[config.mk]
export PLATFORM = sky130hd
export DESIGN_NAME = fco_control
export DESIGN_NICKNAME = d
export VERILOG_FILES = /design/src/rtl/core/fco_pkg.sv /design/src/rtl/core/fco_control.sv
export SDC_FILE = /design/constraint.sdc
export NUM_CORES = 1
export LEC_CHECK = 0
export ABC_AREA = 1
export BUFFER_PORTS_ARGS = -buffer_cell sky130_fd_sc_hd__buf_2
export CORE_AREA = 2 2 63 65
export DETAILED_ROUTE_END_ITERATION = 8
export DIE_AREA = 0 0 65 67
export SLEW_MARGIN = 10
export SYNTH_ARGS = -nofsm -noshare
export SYNTH_HDL_FRONTEND = slang
export SYNTH_SLANG_ARGS = --single-unit
export TNS_END_PERCENT = 30
[constraint.sdc]
create_clock -name clk -period 1.52 [get_ports clk]
set_input_delay 0.228 -clock clk [delete_from_list [all_inputs] [get_ports clk]]
set_output_delay 0.228 -clock clk [all_outputs]
set_load 0.02 [all_outputs]
[src/rtl/core/fco_pkg.sv]
// Shared types and constants of the fly camera orientation unit.
// No dependencies.
`default_nettype none
package fco_pkg;
    localparam logic REQ_ROTATE = 1'b0;
    localparam logic REQ_MOVE   = 1'b1;
    localparam logic [2:0] CFG_SENS  = 3'd0;
    localparam logic [2:0] CFG_SPEED = 3'd1;
    localparam logic [2:0] CFG_EYE_X = 3'd2;
    localparam logic [2:0] CFG_EYE_Y = 3'd3;
    localparam logic [2:0] CFG_EYE_Z = 3'd4;
    localparam logic signed [15:0] ONE_Q14 = 16'sd16384;
    localparam logic signed [33:0] CORDIC_GAIN = 34'sd652032874;
    localparam int ATAN_N = 20;
    localparam int DEG16_90 = 90 * 65536;

    function automatic logic signed [23:0] atan_deg16(input logic [4:0] i);
        case (i)
            5'd0: atan_deg16 = 24'sd2949120;
            5'd1: atan_deg16 = 24'sd1740967;
            5'd2: atan_deg16 = 24'sd919879;
            5'd3: atan_deg16 = 24'sd466945;
            5'd4: atan_deg16 = 24'sd234379;
            5'd5: atan_deg16 = 24'sd117304;
            5'd6: atan_deg16 = 24'sd58666;
            5'd7: atan_deg16 = 24'sd29335;
            5'd8: atan_deg16 = 24'sd14668;
            5'd9: atan_deg16 = 24'sd7334;
            5'd10: atan_deg16 = 24'sd3667;
            5'd11: atan_deg16 = 24'sd1833;
            5'd12: atan_deg16 = 24'sd917;
            5'd13: atan_deg16 = 24'sd458;
            5'd14: atan_deg16 = 24'sd229;
            5'd15: atan_deg16 = 24'sd115;
            5'd16: atan_deg16 = 24'sd57;
            5'd17: atan_deg16 = 24'sd29;
            5'd18: atan_deg16 = 24'sd14;
            5'd19: atan_deg16 = 24'sd7;
            default: atan_deg16 = 24'sd0;
        endcase
    endfunction

    typedef enum logic [3:0] {
        OP_NONE,
        OP_ANGLE,
        OP_YAW_WRAP,
        OP_TRIG_YAW_START,
        OP_TRIG_PITCH_START,
        OP_TRIG_STEP,
        OP_TRIG_YAW_DONE,
        OP_TRIG_PITCH_DONE,
        OP_FRONT,
        OP_STEP,
        OP_MOVE,
        OP_VIEW
    } op_t;

    typedef struct packed {
        op_t      op;
        logic [2:0] flag_idx;
        logic [1:0] axis;
    } cmd_t;
endpackage
`default_nettype wire

[src/rtl/core/fco_control.sv]
// Sequencer of the fly camera orientation unit: issues datapath commands per request.
// Depends on fco_pkg.
`default_nettype none
module fco_control (
    input  wire logic            clk,
    input  wire logic            rst_n,
    input  wire logic            in_fire,
    input  wire logic            in_type,
    input  wire logic [5:0]      in_flags,
    input  wire logic            trig_last,
    input  wire logic            wrap_last,
    input  wire logic            out_fire,
    output logic                 busy,
    output logic                 out_valid,
    output fco_pkg::cmd_t        cmd
);
    typedef enum logic [3:0] {
        S_IDLE, S_ANGLE, S_WRAP, S_YSTART, S_YRUN, S_YDONE, S_PSTART, S_PRUN, S_PDONE,
        S_FRONT, S_MOVE, S_VIEW, S_OUT
    } state_t;

    state_t state_reg;
    logic [2:0] flag_reg;
    logic [1:0] axis_reg;
    logic [5:0] flags_reg;
    logic type_reg;
    logic move_hit;

    always_comb
    begin
        move_hit = flags_reg[flag_reg] && !(flag_reg[2] && axis_reg != 2'd1) &&
                   !(flag_reg[2:1] == 2'b01 && axis_reg == 2'd1);
        cmd.op = fco_pkg::OP_NONE;
        cmd.flag_idx = flag_reg;
        cmd.axis = axis_reg;
        case (state_reg)
            S_ANGLE:  cmd.op = fco_pkg::OP_ANGLE;
            S_WRAP:   cmd.op = fco_pkg::OP_YAW_WRAP;
            S_YSTART: cmd.op = fco_pkg::OP_TRIG_YAW_START;
            S_YRUN:   cmd.op = fco_pkg::OP_TRIG_STEP;
            S_YDONE:  cmd.op = fco_pkg::OP_TRIG_YAW_DONE;
            S_PSTART: cmd.op = fco_pkg::OP_TRIG_PITCH_START;
            S_PRUN:   cmd.op = fco_pkg::OP_TRIG_STEP;
            S_PDONE:  cmd.op = fco_pkg::OP_TRIG_PITCH_DONE;
            S_FRONT:  cmd.op = fco_pkg::OP_FRONT;
            S_MOVE:   cmd.op = move_hit ? fco_pkg::OP_MOVE : fco_pkg::OP_NONE;
            S_VIEW:   cmd.op = fco_pkg::OP_VIEW;
            default:  cmd.op = fco_pkg::OP_NONE;
        endcase
    end

    always_ff @(posedge clk or negedge rst_n)
    begin
        if (!rst_n)
        begin
            state_reg <= S_IDLE;
            flag_reg <= '0;
            axis_reg <= '0;
            flags_reg <= '0;
            type_reg <= 1'b0;
            out_valid <= 1'b0;
        end
        else
        begin
            case (state_reg)
                S_IDLE:
                begin
                    if (in_fire)
                    begin
                        type_reg <= in_type;
                        flags_reg <= in_flags;
                        state_reg <= S_ANGLE;
                    end
                end
                S_ANGLE:  state_reg <= S_WRAP;
                S_WRAP:   if (wrap_last) state_reg <= S_YSTART;
                S_YSTART: state_reg <= S_YRUN;
                S_YRUN:   if (trig_last) state_reg <= S_YDONE;
                S_YDONE:  state_reg <= S_PSTART;
                S_PSTART: state_reg <= S_PRUN;
                S_PRUN:   if (trig_last) state_reg <= S_PDONE;
                S_PDONE:
                begin
                    axis_reg <= 2'd0;
                    state_reg <= S_FRONT;
                end
                S_FRONT:
                begin
                    if (axis_reg == 2'd0)
                        axis_reg <= 2'd2;
                    else
                    begin
                        axis_reg <= 2'd0;
                        flag_reg <= 3'd0;
                        state_reg <= (type_reg == fco_pkg::REQ_MOVE) ? S_MOVE : S_VIEW;
                    end
                end
                S_MOVE:
                begin
                    // skip axes a flag does not touch
                    if (!flags_reg[flag_reg] || axis_reg == 2'd2 ||
                        (flag_reg[2] && axis_reg == 2'd1) ||
                        (flag_reg[2:1] == 2'b01 && axis_reg == 2'd0 && 1'b0))
                    begin
                        axis_reg <= 2'd0;
                        if (flag_reg == 3'd5)
                            state_reg <= S_VIEW;
                        else
                            flag_reg <= flag_reg + 3'd1;
                        if (flags_reg[flag_reg] && flag_reg[2] && axis_reg == 2'd1)
                            axis_reg <= 2'd0;
                    end
                    else if (flag_reg[2])
                        axis_reg <= 2'd1;
                    else if (flag_reg[1] && axis_reg == 2'd0)
                        axis_reg <= 2'd2;
                    else
                        axis_reg <= axis_reg + 2'd1;
                end
                S_VIEW:
                begin
                    out_valid <= 1'b1;
                    state_reg <= S_OUT;
                end
                S_OUT:
                begin
                    if (out_fire)
                    begin
                        out_valid <= 1'b0;
                        state_reg <= S_IDLE;
                    end
                end
                default: state_reg <= S_IDLE;
            endcase
        end
    end

    assign busy = (state_reg != S_IDLE);
endmodule
`default_nettype wire

After elaboration in Yosys (flattened, before gate mapping) --
Cells that the tools add are included.
Operators by class: $add $sub $neg 2, $lt $le $gt $ge 1, equal/unequal tests 26, mux-type cells 25, reductions and logical operators 22
Operator list (number):
- $pmux 4 s13 | 1
- $pmux 4 s10 | 1
- $mux 4 | 9
- $eq 4x4->1 const B | 5
- $ne 2x2->1 const B | 9
- $eq 4x3->1 const B | 4
- $mux 3 | 3
- $eq 4x2->1 const B | 2
- $mux 2 | 4
- $reduce_and 8->1 | 1
- $logic_and 1x1->1 | 6
- $pmux 2 s3 | 1
- $pmux 3 s2 | 1
- $eq 2x1->1 const B | 2
- $eq 4x1->1 const B | 1
- $logic_not 4->1 | 1
- $lt 3x4->1 const B | 1
- $reduce_and 2->1 | 2
- $reduce_and 4->1 | 1
- $reduce_bool 2->1 | 2
- $reduce_bool 4->1 | 1
- $add 3x1->3 const B | 1
- $bmux 1 s3 | 1
- $eq 3x3->1 const B | 1
- 10 further kinds | 15
Storage, ports and cells: register bits 17, bits of input ports 13, output and inout port bits 11, logic and storage cells 82

Longest topological paths before layout --
Gate-level depths: netlist of run 1.
depth after elaboration 7, gate-level depth with buffers 11, mapped depth without buffers 10

Worst setup path before layout of run 1 --
Ideal clock, no wire load.
path type reg-to-output, start point reg state_reg[0], end point out cmd[5] in the netlist's numbering, data arrival time 1427 ps, data required time 1292 ps, setup slack -135 ps, stages on the path, launching flop included 7, buffers on the path 1, path through dfrtp_1 -> buf_2 -> nor2_1 -> inv_2 -> nand2_2 -> nor2_1 -> a211oi_1
RTL lines:
- start, declared | line fco_control.sv:22 | state_t state_reg;
- start signal, assigned | line fco_control.sv:95 | state_reg <= (type_reg == fco_pkg::REQ_MOVE) ? S_MOVE : S_VIEW;
- end, declared | line fco_control.sv:15 | output fco_pkg::cmd_t cmd

==> results of run 1 <==
==> synth_stat cells (2+ instances only) <==
master	n
sky130_fd_sc_hd__nand2_1	45
sky130_fd_sc_hd__inv_1	19
sky130_fd_sc_hd__a21oi_1	10
sky130_fd_sc_hd__mux2_2	2
sky130_fd_sc_hd__dfrtp_1	17
sky130_fd_sc_hd__nand2_2	3
sky130_fd_sc_hd__nand3_1	4
sky130_fd_sc_hd__ha_1	5
sky130_fd_sc_hd__inv_2	2
sky130_fd_sc_hd__nand4_1	7
sky130_fd_sc_hd__o22ai_1	2
sky130_fd_sc_hd__nor2_1	19
sky130_fd_sc_hd__buf_2	4
sky130_fd_sc_hd__nand3b_1	2
sky130_fd_sc_hd__nor2_2	3
sky130_fd_sc_hd__o21ai_0	5
==> final cells by class <==
class                      count  area, um2  share of cell area [%]
clock inverter                 1       5.00                   0.307
clock buffer                   3       41.3                    2.53
tap                           48       60.1                    3.68
sequential                    17        432                    26.5
inverter                      21       78.8                    4.83
timing repair buffer          51        350                    21.5
multi-input combinational    115        664                    40.7
==> metal layers <==
layer / vias up / global-route usage (%)
met1: 536 / 17.7
met4: 0 / 4.79
met5: - / 0
li1: 609 / -
met2: 25 / 22.6
met3: 4 / 3.21
==> per-stage QoR <==
| stage | util (%) | area, um2 | hold WS, ns |
|---|---|---|---|
| floorplan | - | 1150 | -0.0676 |
| CTS | 43.8 | 1580 | 0.145 |
| finish | 45.2 | 1630 | 0.151 |
| detailed placement | 39.7 | 1430 | 0.181 |
| global placement | 39.7 | 1430 | 0.175 |
| global route | 45.2 | 1630 | 0.163 |
==> critical path, cell delays in order, from the launching register on <==
cell	delay [ns]
sky130_fd_sc_hd__dfrtp_1	0.40
sky130_fd_sc_hd__inv_2	0.08
sky130_fd_sc_hd__ha_4	0.13
sky130_fd_sc_hd__nand2_2	0.04
sky130_fd_sc_hd__nand2_1	0.05
sky130_fd_sc_hd__nand2_1	0.06
sky130_fd_sc_hd__a31oi_2	0.22
sky130_fd_sc_hd__nand2_1	0.11
sky130_fd_sc_hd__buf_6	0.14
==> power breakdown <==
part	internal [W]	total, W	switching, W
Combinational	0.000825	0.00179	0.000962
Sequential	0.000634	0.000773	0.000139
Clock	0.000182	0.000337	0.000155
==> logic make-up (layout without fill, tap and decap cells) <==
kind of cell	after synthesis	count (layout)	share of synthesized area, %
multiplexers	2	2	1.97
XOR/XNOR	1	1	0.768
adder cells (fa/ha/maj)	5	5	5.48
flip-flops	17	17	37.3
AO/OA/AOI/OAI	20	20	9.65
AND/OR/NAND/NOR	87	87	35.2
buffers and inverters	26	76	9.65
==> worst min path at each step <==
stage / to / start / cells past startpoint
after CTS: out_valid / out_fire / 2
final: out_valid / out_fire / 2
after global placement: axis_reg[0] / rst_n / 1
after detailed placement: axis_reg[0] / rst_n / 1
after floorplan: axis_reg[0] / rst_n / 0
after global routing: out_valid / out_fire / 2
==> what timing repair did <==
action,in CTS,in global routing
hold endpoints to repair,17,0
endpoints found under the setup margin,12,15
cloned,0,0
gates resized for setup,18,9
pin swaps,5,5
hold buffers,1,0
buffers inserted,6,2
==> summary.json, run 1 <==
{
  "synthesis": {
    "synth.area.top_cells": "sky130_fd_sc_hd__dfrtp_1 (37%), sky130_fd_sc_hd__nand2_1 (15%), sky130_fd_sc_hd__inv_1 (6.3%)",
    "post_synth.cell_area_avg_um2": 7.22,
    "synthesis.nets": 176,
    "synth_cells": 158,
    "synth_seq_area_share_pct": 37.3,
    "synth_top_area_cell": "sky130_fd_sc_hd__dfrtp_1",
    "yosys_register_bits": 17,
    "syn_std_cell_area_mm2": 0.00114,
    "synth_warnings": 0,
    "netlist.area_leader.share_pct": 37.3,
    "yosys_most_used_dff": "sky130_fd_sc_hd__dfrtp_1",
    "synth_enable_flop_cells": 0,
    "asyncSetResetFlopFracSynth_pct": 100,
    "synth.lib_cells_used.distinct": 25
  },
  "sta": {
    "timing.final.max_slew_violations": 0,
    "worst_skew_ns": 0.00167,
    "fmax_ghz": 0.580,
    "layout_min_cycle_time_ns": 1.72,
    "measured_slew_at_the_worst_slew_check_pin_ns": 0.388,
    "finalSetupTns_ns": -0.428,
    "final-setup-viol-count": 7,
    "slack_of_the_critical_path_ns": -0.204,
    "final_min_period_over_clock_period_pct": 113,
    "grt_setup_unrepaired": "yes",
    "finalHoldViolations": 0,
    "timing.max_slew.rel_slack_pct": 74.1
  },
  "floorplanning": {
    "floorplan.die.width_um": 65,
    "initial_utilization_pct": 31.6,
    "io-pin-count": 24,
    "die_y_um": 67,
    "core_mm2": 0.00361,
    "design.die.area_mm2": 0.00436,
    "placement_rows": 22
  },
  "finish": {
    "mostFrequentLayoutCells": "sky130_fd_sc_hd__nand2_1 (42), sky130_fd_sc_hd__buf_4 (26), sky130_fd_sc_hd__buf_2 (20)",
    "share_of_post_route_cells_with_drive_strength_above_1_pct": 40.4,
    "ant_cells": 0,
    "largest_register_ffs": 6,
    "synthToLayoutAreaGrowth_pct": 43.0,
    "layout.nets": 227,
    "final_cell_count_no_fill": 256,
    "layout.filler_cells": 379,
    "layout.cells.most_common": "sky130_fd_sc_hd__nand2_1"
  },
  "clocking": {
    "clkSinkCount": 17,
    "clk_pin_slew_worst_paths_ns": 0.07,
    "worst_skew_pair.late_latency_ns": 0.25,
    "h-tree-depth": 1,
    "ctsLongestPathBuffers": 2,
    "root_buffer": "sky130_fd_sc_hd__clkbuf_8",
    "tritoncts": "yes",
    "tritoncts_buffer_count": 3
  },
  "global_route": {
    "global_route.usage.total_pct": 13.8,
    "grt_antenna_before_repair": 0,
    "grt_start_max_net_pins": 18,
    "first_pass_grt_wire_length_um": 4530,
    "first_global_vias": 1003,
    "overflow": 0
  },
  "route": {
    "drt_wl_total_um": 2810,
    "vias": 1174,
    "detail_route.wirelength.met1_um": 1330,
    "routed_wirelength_normalized_by_instance_count_um": 11.0,
    "detailedRoute.firstPassIterationCount": 4,
    "drt_iter0_drc": 30,
    "post_drt_via_cell_ratio": 4.59,
    "drc": 0,
    "met3RoutedLength_um": 89,
    "postRouteAntennaNets": 0,
    "wl_met2_um": 1360,
    "highest_routed_layer": "met4"
  },
  "worst_setup_path": {
    "critical_path_capture_point_type": "output port",
    "worst_r2r_path_depth": 9,
    "ff2ff_setup_slack_ns": -0.01,
    "worstReg2RegStart": "flag_reg[2]",
    "startpoint_type": "flip-flop",
    "cp_data_arrival_time_ns": 1.50,
    "critical_path_source": "axis_reg[1]",
    "required_ns": 1.29,
    "worstReg2RegEnd": "state_reg[3]",
    "worstSetupPathType": "reg -> out",
    "worst-path-max-fanout": 3,
    "timing.critical_path.to": "cmd[8]"
  },
  "power_and_ir_drop": {
    "cellPowerDensity_mw_per_mm2": 1780,
    "cellLeakagePower_nw": 0.863,
    "worst_ir_drop_vdd_mv": 0.664,
    "total_power_w": 0.00290
  },
  "status": {
    "failed_checks": "setup timing",
    "outcome": "finished with violations"
  },
  "run": {
    "max_cap_violations": 0
  },
  "placed_design": {
    "placedCellCount": 243,
    "place_congestion": 0.811,
    "place_worst_setup_slack_ns": -0.0170,
    "dpl.hpwl_um": 2150,
    "portBuffers": 23
  },
  "hold_path": {
    "hold_path_class": "in -> reg"
  }
}
Note: power is estimated with default switching activity, not from simulation.
==> run 2, diff against run 1 <==
CORE_AREA = 2 2 88 48   (was 2 2 63 65)
DIE_AREA = 0 0 90 50   (was 0 0 65 67)
==> run 2 against run 1 <==
The flow still finishes with violations (setup timing). Sequential power up 0.8%. Clock power up 2%. Worst setup slack better by 0.036 ns. Maximum frequency up 2.2%. Routed wire length up 6.1%. Count of clock-buffer cells in the layout up 1. Cell count down 0.39%. Critical path type unchanged.
==> summary.json, run 2 (synthesis gave the netlist of run 1 again) <==
{
  "power_and_ir_drop": {
    "p_int": {"value": 0.00156, "unit": "W", "change": "was 0.00164 W"},
    "combPwrFrac": {"value": 60.4, "unit": "%", "change": "was 61.7%"},
    "cellPowerDensity": {"value": 1770, "unit": "mW/mm2", "change": "was 1780 mW/mm2"},
    "power.switching": {"value": 0.00127, "unit": "W", "change": "was 0.00126 W"},
    "sequentialPowerShare": {"value": 27.5, "unit": "%", "change": "was 26.7%"},
    "total_power": {"value": 0.00284, "unit": "W", "change": "was 0.00290 W"},
    "worst_ir_drop_vdd": {"value": 0.732, "unit": "mV", "change": "was 0.664 mV"},
    "net_sw_share": {"value": 44.9, "unit": "%", "change": "was 43.4%"},
    "p_clk_share": {"value": 12.2, "unit": "%", "change": "was 11.6%"},
    "cellLeakagePower": {"value": 0.840, "unit": "nW", "change": "was 0.863 nW"}
  },
  "sta": {
    "fmax": {"value": 0.592, "unit": "GHz", "change": "was 0.580 GHz"},
    "grt_setup_unrepaired": {"value": "yes", "change": "unchanged"},
    "worst_skew": {"value": 0.00532, "unit": "ns", "change": "was 0.00167 ns"},
    "timing.final.max_slew_violations": {"value": 0, "change": "unchanged"},
    "slack_of_the_critical_path": {"value": -0.168, "unit": "ns", "change": "was -0.204 ns"},
    "final-setup-viol-count": {"value": 3, "change": "was 7"},
    "finalHoldViolations": {"value": 0, "change": "unchanged"},
    "timing.max_slew.rel_slack": {"value": 73.7, "unit": "%", "change": "was 74.1%"},
    "final_min_period_over_clock_period": {"value": 111, "unit": "%", "change": "was 113%"},
    "layout_min_cycle_time": {"value": 1.69, "unit": "ns", "change": "was 1.72 ns"},
    "measured_slew_at_the_worst_slew_check_pin": {"value": 0.395, "unit": "ns", "change": "was 0.388 ns"}
  },
  "global_route": {
    "global_route.usage.total": {"value": 14.1, "unit": "%", "change": "was 13.8%"},
    "grt_antenna_before_repair": {"value": 0, "change": "unchanged"},
    "first_pass_grt_wire_length": {"value": 5020, "unit": "um", "change": "was 4530 um"},
    "first_global_vias": {"value": 1030, "change": "was 1003"},
    "overflow": {"value": 0, "change": "unchanged"},
    "grt_start_max_net_pins": {"value": 18, "change": "unchanged"}
  },
  "worst_setup_path": {
    "critical_path.top_delay_family": {"value": "flip-flops", "change": "unchanged"},
    "cp_data_arrival_time": {"value": 1.46, "unit": "ns", "change": "was 1.50 ns"},
    "worst-path-buf-inv": {"value": 2, "change": "unchanged"},
    "worst_path_most_repeated_cell": {"value": "sky130_fd_sc_hd__nand2_1", "change": "unchanged"},
    "startpoint_type": {"value": "flip-flop", "change": "unchanged"},
    "ff2ff_setup_slack": {"value": 0.08, "unit": "ns", "change": "was -0.01 ns"},
    "worstReg2RegEnd": {"value": "state_reg[1]", "change": "was state_reg[3]"},
    "required": {"value": 1.29, "unit": "ns", "change": "about the same"},
    "timing.critical_path.cells": {"value": "inv_2 -> ha_2 -> nand2_1 -> nand2_1 -> nand2_2 -> a31oi_4 -> nand2_1 -> buf_6", "change": "was inv_2 -> ha_4 -> nand2_2 -> nand2_1 -> nand2_1 -> a31oi_2 -> nand2_1 -> buf_6"},
    "critical_path_capture_point_type": {"value": "output port", "change": "unchanged"},
    "critPathSlowestCell": {"value": "sky130_fd_sc_hd__dfrtp_1", "change": "unchanged"},
    "worstReg2RegStart": {"value": "flag_reg[0]", "change": "was flag_reg[2]"},
    "worstSetupPathType": {"value": "reg -> out", "change": "unchanged"},
    "worst_r2r_path_depth": {"value": 9, "change": "unchanged"},
    "max_stage_delay": {"value": 0.39, "unit": "ns", "change": "was 0.40 ns"},
    "worst-path-max-fanout": {"value": 2, "change": "was 3"}
  },
  "finish": {
    "synthToLayoutAreaGrowth": {"value": 40.4, "unit": "%", "change": "was 43.0%"},
    "layout.nets": {"value": 220, "change": "was 227"},
    "layout.filler_cells": {"value": 392, "change": "was 379"},
    "largest_register_ffs": {"value": 6, "change": "unchanged"},
    "mostFrequentLayoutCells": {"value": "sky130_fd_sc_hd__nand2_1 (41), sky130_fd_sc_hd__buf_4 (20), sky130_fd_sc_hd__buf_2 (19)", "change": "was sky130_fd_sc_hd__nand2_1 (42), sky130_fd_sc_hd__buf_4 (26), sky130_fd_sc_hd__buf_2 (20)"},
    "share_of_post_route_cells_with_drive_strength_above_1": {"value": 41.8, "unit": "%", "change": "was 40.4%"},
    "layout.cells.most_common": {"value": "sky130_fd_sc_hd__nand2_1", "change": "unchanged"},
    "ant_cells": {"value": 0, "change": "unchanged"},
    "finish.instance_area": {"value": 0.00160, "unit": "mm2", "change": "was 0.00163 mm2"}
  },
  "hold_path": {
    "min_path_cells": {"value": 2, "change": "unchanged"},
    "worst_hold_path.endpoint": {"value": "out_valid", "change": "unchanged"},
    "hold_path_class": {"value": "in -> reg", "change": "unchanged"},
    "hold_start": {"value": "out_fire", "change": "unchanged"}
  },
  "placed_design": {
    "dpl.hpwl": {"value": 2240, "unit": "um", "change": "was 2150 um"},
    "dpl-instance-area": {"value": 0.00140, "unit": "mm2", "change": "was 0.00143 mm2"},
    "place_congestion": {"value": 0.893, "change": "was 0.811"},
    "portBuffers": {"value": 23, "change": "unchanged"}
  },
  "route": {
    "routed_wirelength_normalized_by_instance_count": {"value": 11.7, "unit": "um", "change": "was 11.0 um"},
    "vias": {"value": 1140, "change": "was 1174"},
    "drt_iter0_drc": {"value": 68, "change": "was 30"},
    "drt_wl_total": {"value": 2980, "unit": "um", "change": "was 2810 um"},
    "post_drt_via_cell_ratio": {"value": 4.47, "change": "was 4.59"},
    "detailedRoute.firstPassIterationCount": {"value": 4, "change": "unchanged"},
    "postRouteAntennaNets": {"value": 0, "change": "unchanged"},
    "drc": {"value": 0, "change": "unchanged"}
  },
  "floorplanning": {
    "floorplan.die.width": {"value": 90, "unit": "um", "change": "was 65 um"},
    "design.die.area": {"value": 0.00450, "unit": "mm2", "change": "was 0.00436 mm2"},
    "placement_rows": {"value": 16, "change": "was 22"},
    "io-pin-count": {"value": 24, "change": "unchanged"},
    "core": {"value": 0.00372, "unit": "mm2", "change": "was 0.00361 mm2"},
    "initial_utilization": {"value": 30.6, "unit": "%", "change": "was 31.6%"},
    "die_y": {"value": 50, "unit": "um", "change": "was 67 um"}
  },
  "status": {
    "failed_checks": {"value": "setup timing", "change": "unchanged"},
    "outcome": {"value": "finished with violations", "change": "unchanged"}
  },
  "clocking": {
    "worst_skew_pair.late_latency": {"value": 0.26, "unit": "ns", "change": "was 0.25 ns"},
    "tritoncts": {"value": "yes", "change": "unchanged"},
    "tritoncts_buffer_count": {"value": 3, "change": "unchanged"},
    "clkSinkCount": {"value": 17, "change": "unchanged"},
    "root_buffer": {"value": "sky130_fd_sc_hd__clkbuf_8", "change": "unchanged"},
    "ctsLongestPathBuffers": {"value": 2, "change": "unchanged"},
    "h-tree-depth": {"value": 1, "change": "unchanged"},
    "clk_pin_slew_worst_paths": {"value": 0.07, "unit": "ns", "change": "about the same"}
  },
  "run": {
    "max_cap_violations": {"value": 0, "change": "unchanged"}
  }
}
## run 2: stage by stage
stage	setup TNS, ns	cells	utilization, %	hold slack (ns)	setup WS (ns)
after floorplan	0	158	-	-0.0676	0.0172
after global placement	-0.0197	244	37.7	0.189	-0.0115
after detailed placement	0	244	37.7	0.178	0.00958
final	-0.421	255	43.0	0.145	-0.168
after global routing	-0.805	255	43.0	0.157	-0.269
after CTS	-0.515	251	40.2	0.144	-0.212
## run 2: timing repair
action                     CTS  global route
hold endpoints to repair    17             0
pin swaps                    5             4
gates resized for setup     11            25
setup endpoints to repair    4            13
hold buffers                 1             0
buffers inserted             2             4
## run 2: worst max path at each step
stage	startpoint	to	cells after the start
5_1_grt	flag_reg[0]	cmd[8]	9
3_3_place_gp	flag_reg[2]	cmd[6]	8
4_1_cts	flag_reg[0]	cmd[6]	9
3_5_place_dp	flag_reg[2]	cmd[6]	8
2_1_floorplan	state_reg[0]	cmd[7]	4
6_report	axis_reg[1]	cmd[8]	8
## run 2: worst register-to-register path, cell delays in order (launching register included)
cell                      delay (ns)
sky130_fd_sc_hd__dfrtp_2        0.41
sky130_fd_sc_hd__buf_4          0.13
sky130_fd_sc_hd__ha_1           0.14
sky130_fd_sc_hd__nand2_1        0.07
sky130_fd_sc_hd__nand2_2        0.09
sky130_fd_sc_hd__nand3_2        0.09
sky130_fd_sc_hd__nor2_4         0.17
sky130_fd_sc_hd__nand3_2        0.11
sky130_fd_sc_hd__nand2_1        0.07
sky130_fd_sc_hd__nand2_1        0.05
## run 2: area by class of cell
| cell class | instances | area, um2 | area share (%) |
|---|---|---|---|
| Timing Repair Buffer | 44 | 300 | 18.7 |
| Sequential cell | 17 | 432 | 27.0 |
| Multi-Input combinational cell | 115 | 678 | 42.3 |
| Inverter | 21 | 78.8 | 4.92 |
| Tap cell | 54 | 67.6 | 4.22 |
| Clock buffer | 4 | 45.0 | 2.81 |
## run 2: routing by layer
| metal | share of wire, % | up-vias | wire length [um] | global-route usage [%] |
|---|---|---|---|---|
| met5 | 0 | - | 0 | 0 |
| met4 | 0.44 | 0 | 13 | 1.54 |
| met3 | 5.9 | 2 | 177 | 4.74 |
| met2 | 39 | 27 | 1150 | 19.8 |
| met1 | 55 | 518 | 1640 | 21.3 |
| li1 | - | 593 | - | - |
## run 2: power groups by stage
| stage | clock network [W] | registers (W) | logic [W] |
|---|---|---|---|
| final | 0.000345 | 0.000779 | 0.00171 |
| after global routing | 0.000385 | 0.000805 | 0.00190 |
| after CTS | 0.000356 | 0.000776 | 0.00147 |
| after detailed placement | 0 | 0.000762 | 0.00139 |
| after global placement | 0 | 0.000757 | 0.00140 |
| after floorplan | 0 | 0.000763 | 0.000953 |
==> run 3, diff against run 2 <==
SKIP_CTS_REPAIR_TIMING = 1   (was unset)
clock period = 1.5 ns   (was 1.52 ns; I/O delays follow)
==> run 3 against run 2 <==
The run still ends with setup timing left. Critical path depth increased by 1. Die area unchanged. Non-clock buffer count increased by 4. Sequential share of layout area decreased by 0.66 points. Sequential power increased by 2%. Hold slack improved by 0.023 ns. Critical endpoint unchanged. Sequential cell count unchanged. Global-route usage decreased by 0.46 points. Routed wire length increased by 2.0%. Clock power about the same. Largest power group unchanged.
==> summary.json, run 3 (synthesis gave the netlist of run 1 again) <==
{
  "status": {
    "outcome": {"value": "finished with violations", "change": "unchanged"},
    "failed_checks": {"value": "setup timing", "change": "unchanged"}
  },
  "clocking": {
    "clk_pin_slew_worst_paths": {"value": 0.07, "unit": "ns", "change": "about the same"},
    "tritoncts": {"value": "yes", "change": "unchanged"},
    "clkSinkCount": {"value": 17, "change": "unchanged"},
    "root_buffer": {"value": "sky130_fd_sc_hd__clkbuf_8", "change": "unchanged"},
    "ctsLongestPathBuffers": {"value": 2, "change": "unchanged"},
    "tritoncts_buffer_count": {"value": 3, "change": "unchanged"},
    "h-tree-depth": {"value": 1, "change": "unchanged"},
    "worst_skew_pair.late_latency": {"value": 0.25, "unit": "ns", "change": "was 0.26 ns"}
  },
  "sta": {
    "measured_slew_at_the_worst_slew_check_pin": {"value": 0.401, "unit": "ns", "change": "was 0.395 ns"},
    "final_min_period_over_clock_period_pct": 113,
    "slack_of_the_critical_path": {"value": -0.202, "unit": "ns", "change": "was -0.168 ns"},
    "finalSetupTns": {"value": -0.514, "unit": "ns", "change": "was -0.421 ns"},
    "timing.max_slew.rel_slack": {"value": 73.3, "unit": "%", "change": "was 73.7%"},
    "timing.final.max_slew_violations": {"value": 0, "change": "unchanged"},
    "grt_setup_unrepaired": {"value": "yes", "change": "unchanged"},
    "whs": {"value": 0.168, "unit": "ns", "change": "was 0.145 ns"},
    "finalHoldViolations": {"value": 0, "change": "unchanged"},
    "final-setup-viol-count": {"value": 3, "change": "unchanged"},
    "layout_min_cycle_time_ns": 1.70,
    "fmax_ghz": 0.587,
    "worst_skew": {"value": 0.00129, "unit": "ns", "change": "was 0.00532 ns"}
  },
  "worst_setup_path": {
    "max_stage_delay": {"value": 0.44, "unit": "ns", "change": "was 0.39 ns"},
    "required": {"value": 1.27, "unit": "ns", "change": "was 1.29 ns"},
    "critical_path_capture_point_type": {"value": "output port", "change": "unchanged"},
    "path_depth": {"value": 9, "change": "was 8"},
    "cp_data_arrival_time": {"value": 1.48, "unit": "ns", "change": "was 1.46 ns"},
    "startpoint_type": {"value": "flip-flop", "change": "unchanged"},
    "critical_path.top_delay_family": {"value": "flip-flops", "change": "unchanged"},
    "worstReg2RegStart": {"value": "state_reg[1]", "change": "was flag_reg[0]"},
    "worst_path_most_repeated_cell": {"value": "sky130_fd_sc_hd__nand2_1", "change": "unchanged"},
    "worstSetupPathType": {"value": "reg -> out", "change": "unchanged"},
    "worst-path-buf-inv": {"value": 2, "change": "unchanged"},
    "worst-path-max-fanout": {"value": 5, "change": "was 2"},
    "timing.critical_path.cells": {"value": "inv_2 -> nand2_1 -> nand3_1 -> nand2_1 -> nand2_1 -> nand2_2 -> a31oi_2 -> nand2_1 -> buf_6", "change": "was inv_2 -> ha_2 -> nand2_1 -> nand2_1 -> nand2_2 -> a31oi_4 -> nand2_1 -> buf_6"},
    "critPathSlowestCell": {"value": "sky130_fd_sc_hd__dfrtp_2", "change": "was sky130_fd_sc_hd__dfrtp_1"},
    "ff2ff_setup_slack": {"value": 0.02, "unit": "ns", "change": "was 0.08 ns"},
    "worst_r2r_path_depth": {"value": 10, "change": "was 9"},
    "worstReg2RegEnd": {"value": "state_reg[3]", "change": "was state_reg[1]"}
  },
  "floorplanning": {
    "io-pin-count": {"value": 24, "change": "unchanged"},
    "floorplan.die.width": {"value": 90, "unit": "um", "change": "unchanged"},
    "core": {"value": 0.00372, "unit": "mm2", "change": "unchanged"},
    "placement_rows": {"value": 16, "change": "unchanged"},
    "die_y": {"value": 50, "unit": "um", "change": "unchanged"},
    "initial_utilization": {"value": 30.6, "unit": "%", "change": "unchanged"},
    "design.die.area": {"value": 0.00450, "unit": "mm2", "change": "unchanged"}
  },
  "finish": {
    "layout.cells.most_common": {"value": "sky130_fd_sc_hd__nand2_1", "change": "unchanged"},
    "layout.filler_cells": {"value": 390, "change": "was 392"},
    "final_cell_count_no_fill": {"value": 259, "change": "was 255"},
    "mostFrequentLayoutCells": {"value": "sky130_fd_sc_hd__nand2_1 (39), sky130_fd_sc_hd__buf_4 (24), sky130_fd_sc_hd__buf_2 (20)", "change": "was sky130_fd_sc_hd__nand2_1 (41), sky130_fd_sc_hd__buf_4 (20), sky130_fd_sc_hd__buf_2 (19)"},
    "synthToLayoutAreaGrowth": {"value": 43.9, "unit": "%", "change": "was 40.4%"},
    "largest_register_ffs": {"value": 6, "change": "unchanged"},
    "finish.instance_area": {"value": 0.00164, "unit": "mm2", "change": "was 0.00160 mm2"},
    "area_of_combinational_cells_with_multiple_inputs": {"value": 694, "unit": "um2", "change": "was 678 um2"},
    "sequential_cell_area": {"value": 432, "unit": "um2", "change": "unchanged"},
    "ant_cells": {"value": 0, "change": "unchanged"},
    "layout.nets": {"value": 224, "change": "was 220"},
    "share_of_post_route_cells_with_drive_strength_above_1": {"value": 42.4, "unit": "%", "change": "was 41.8%"}
  },
  "global_route": {
    "grt_antenna_before_repair": {"value": 0, "change": "unchanged"},
    "first_global_vias": {"value": 989, "change": "was 1030"},
    "first_pass_grt_wire_length": {"value": 4840, "unit": "um", "change": "was 5020 um"},
    "grt_start_max_net_pins": {"value": 18, "change": "unchanged"},
    "global_route.usage.total": {"value": 13.7, "unit": "%", "change": "was 14.1%"},
    "overflow": {"value": 0, "change": "unchanged"}
  },
  "route": {
    "post_drt_via_cell_ratio": {"value": 4.50, "change": "was 4.47"},
    "drc": {"value": 0, "change": "unchanged"},
    "drt_wl_total": {"value": 3040, "unit": "um", "change": "was 2980 um"},
    "routed_wirelength_normalized_by_instance_count": {"value": 11.7, "unit": "um", "change": "about the same"},
    "drt_iter0_drc": {"value": 88, "change": "was 68"},
    "vias": {"value": 1166, "change": "was 1140"},
    "detailedRoute.firstPassIterationCount": {"value": 4, "change": "unchanged"},
    "postRouteAntennaNets": {"value": 0, "change": "unchanged"}
  },
  "power_and_ir_drop": {
    "cellPowerDensity": {"value": 1770, "unit": "mW/mm2", "change": "about the same"},
    "cellLeakagePower": {"value": 0.867, "unit": "nW", "change": "was 0.840 nW"},
    "worst_ir_drop_vdd": {"value": 0.774, "unit": "mV", "change": "was 0.732 mV"}
  },
  "run": {
    "max_cap_violations": {"value": 0, "change": "unchanged"}
  },
  "placed_design": {
    "placedCellCount": {"value": 246, "change": "was 244"},
    "portBuffers": {"value": 23, "change": "unchanged"},
    "dpl-instance-area": {"value": 0.00142, "unit": "mm2", "change": "was 0.00140 mm2"},
    "dpl.hpwl": {"value": 2320, "unit": "um", "change": "was 2240 um"},
    "place_congestion": {"value": 0.896, "change": "was 0.893"}
  },
  "hold_path": {
    "hold_path_class": {"value": "in -> reg", "change": "unchanged"},
    "min_path_cells": {"value": 2, "change": "unchanged"},
    "hold_start": {"value": "out_fire", "change": "unchanged"},
    "worst_hold_path.endpoint": {"value": "out_valid", "change": "unchanged"}
  }
}
==> run 3: cell types whose count changed in the layout (fill, tap and decap cells not counted), moves of 2 or more <==
cell | previous run | this run
sky130_fd_sc_hd__buf_4 | 20 | 24
sky130_fd_sc_hd__nand2_4 | 1 | 4
sky130_fd_sc_hd__nand3_2 | 3 | 1
sky130_fd_sc_hd__nand2_1 | 41 | 39
==> run 3: worst reg2reg max path, cell delays in order, from the launching register on <==
cell and delay, ns:
sky130_fd_sc_hd__dfrtp_2 0.47, sky130_fd_sc_hd__nor2_4 0.16, sky130_fd_sc_hd__inv_2 0.08, sky130_fd_sc_hd__buf_4 0.14, sky130_fd_sc_hd__nor2_2 0.10, sky130_fd_sc_hd__nand2_1 0.09, sky130_fd_sc_hd__nand2_2 0.11, sky130_fd_sc_hd__nor2_4 0.07
sky130_fd_sc_hd__nand3_4 0.09, sky130_fd_sc_hd__nand2_1 0.05, sky130_fd_sc_hd__nand2_1 0.06
==> run 3: how the worst max path moves through the flow <==
| stage | from | to | slack [ns] |
|---|---|---|---|
| 4_1_cts | state_reg[0] | cmd[5] | -0.26 |
| 3_3_place_gp | flag_reg[2] | cmd[8] | 0.02 |
| 6_report | flag_reg[0] | cmd[8] | -0.20 |
| 5_1_grt | flag_reg[2] | cmd[8] | -0.30 |
| 3_5_place_dp | state_reg[0] | state_reg[1] | 0.009 |
| 2_1_floorplan | state_reg[0] | cmd[7] | 0.0002 |
==> run 3: metal layers <==
layer | vias to the layer above | track usage (%) | wire length [um]
li1 | 601 | - | -
met5 | - | 0 | 0
met3 | 2 | 4.59 | 188
met1 | 531 | 21.8 | 1630
met4 | 0 | 1.54 | 8
met2 | 32 | 17.5 | 1210
==> run 3: layout make-up <==
| cell class | count | share of cell area, % |
|---|---|---|
| multi-input cells | 115 | 42.3 |
| flip-flops and latches | 17 | 26.3 |
| repair buffers | 48 | 19.7 |
| inverters | 21 | 4.80 |
| well taps | 54 | 4.12 |
| clock buffers | 4 | 2.74 |
==> run 3: where the power goes <==
group | switching [W] | leakage (nW) | internal (W)
logic | 0.00100 | 0.646 | 0.000770
registers | 0.000150 | 0.199 | 0.000642
clock network | 0.000156 | 0.0228 | 0.000188
total | 0.00131 | 0.867 | 0.00160
==> run 3: through the flow <==
| stage | utilization [%] | worst slack, ns | power (W) |
|---|---|---|---|
| CTS | 39.3 | -0.256 | 0.00255 |
| global placement | 38.1 | 0.0158 | 0.00219 |
| global route | 44.1 | -0.297 | 0.00315 |
| detailed placement | 38.1 | 0.00883 | 0.00220 |
| floorplan | - | 0.000155 | 0.00174 |
| finish | 44.1 | -0.202 | 0.00291 |
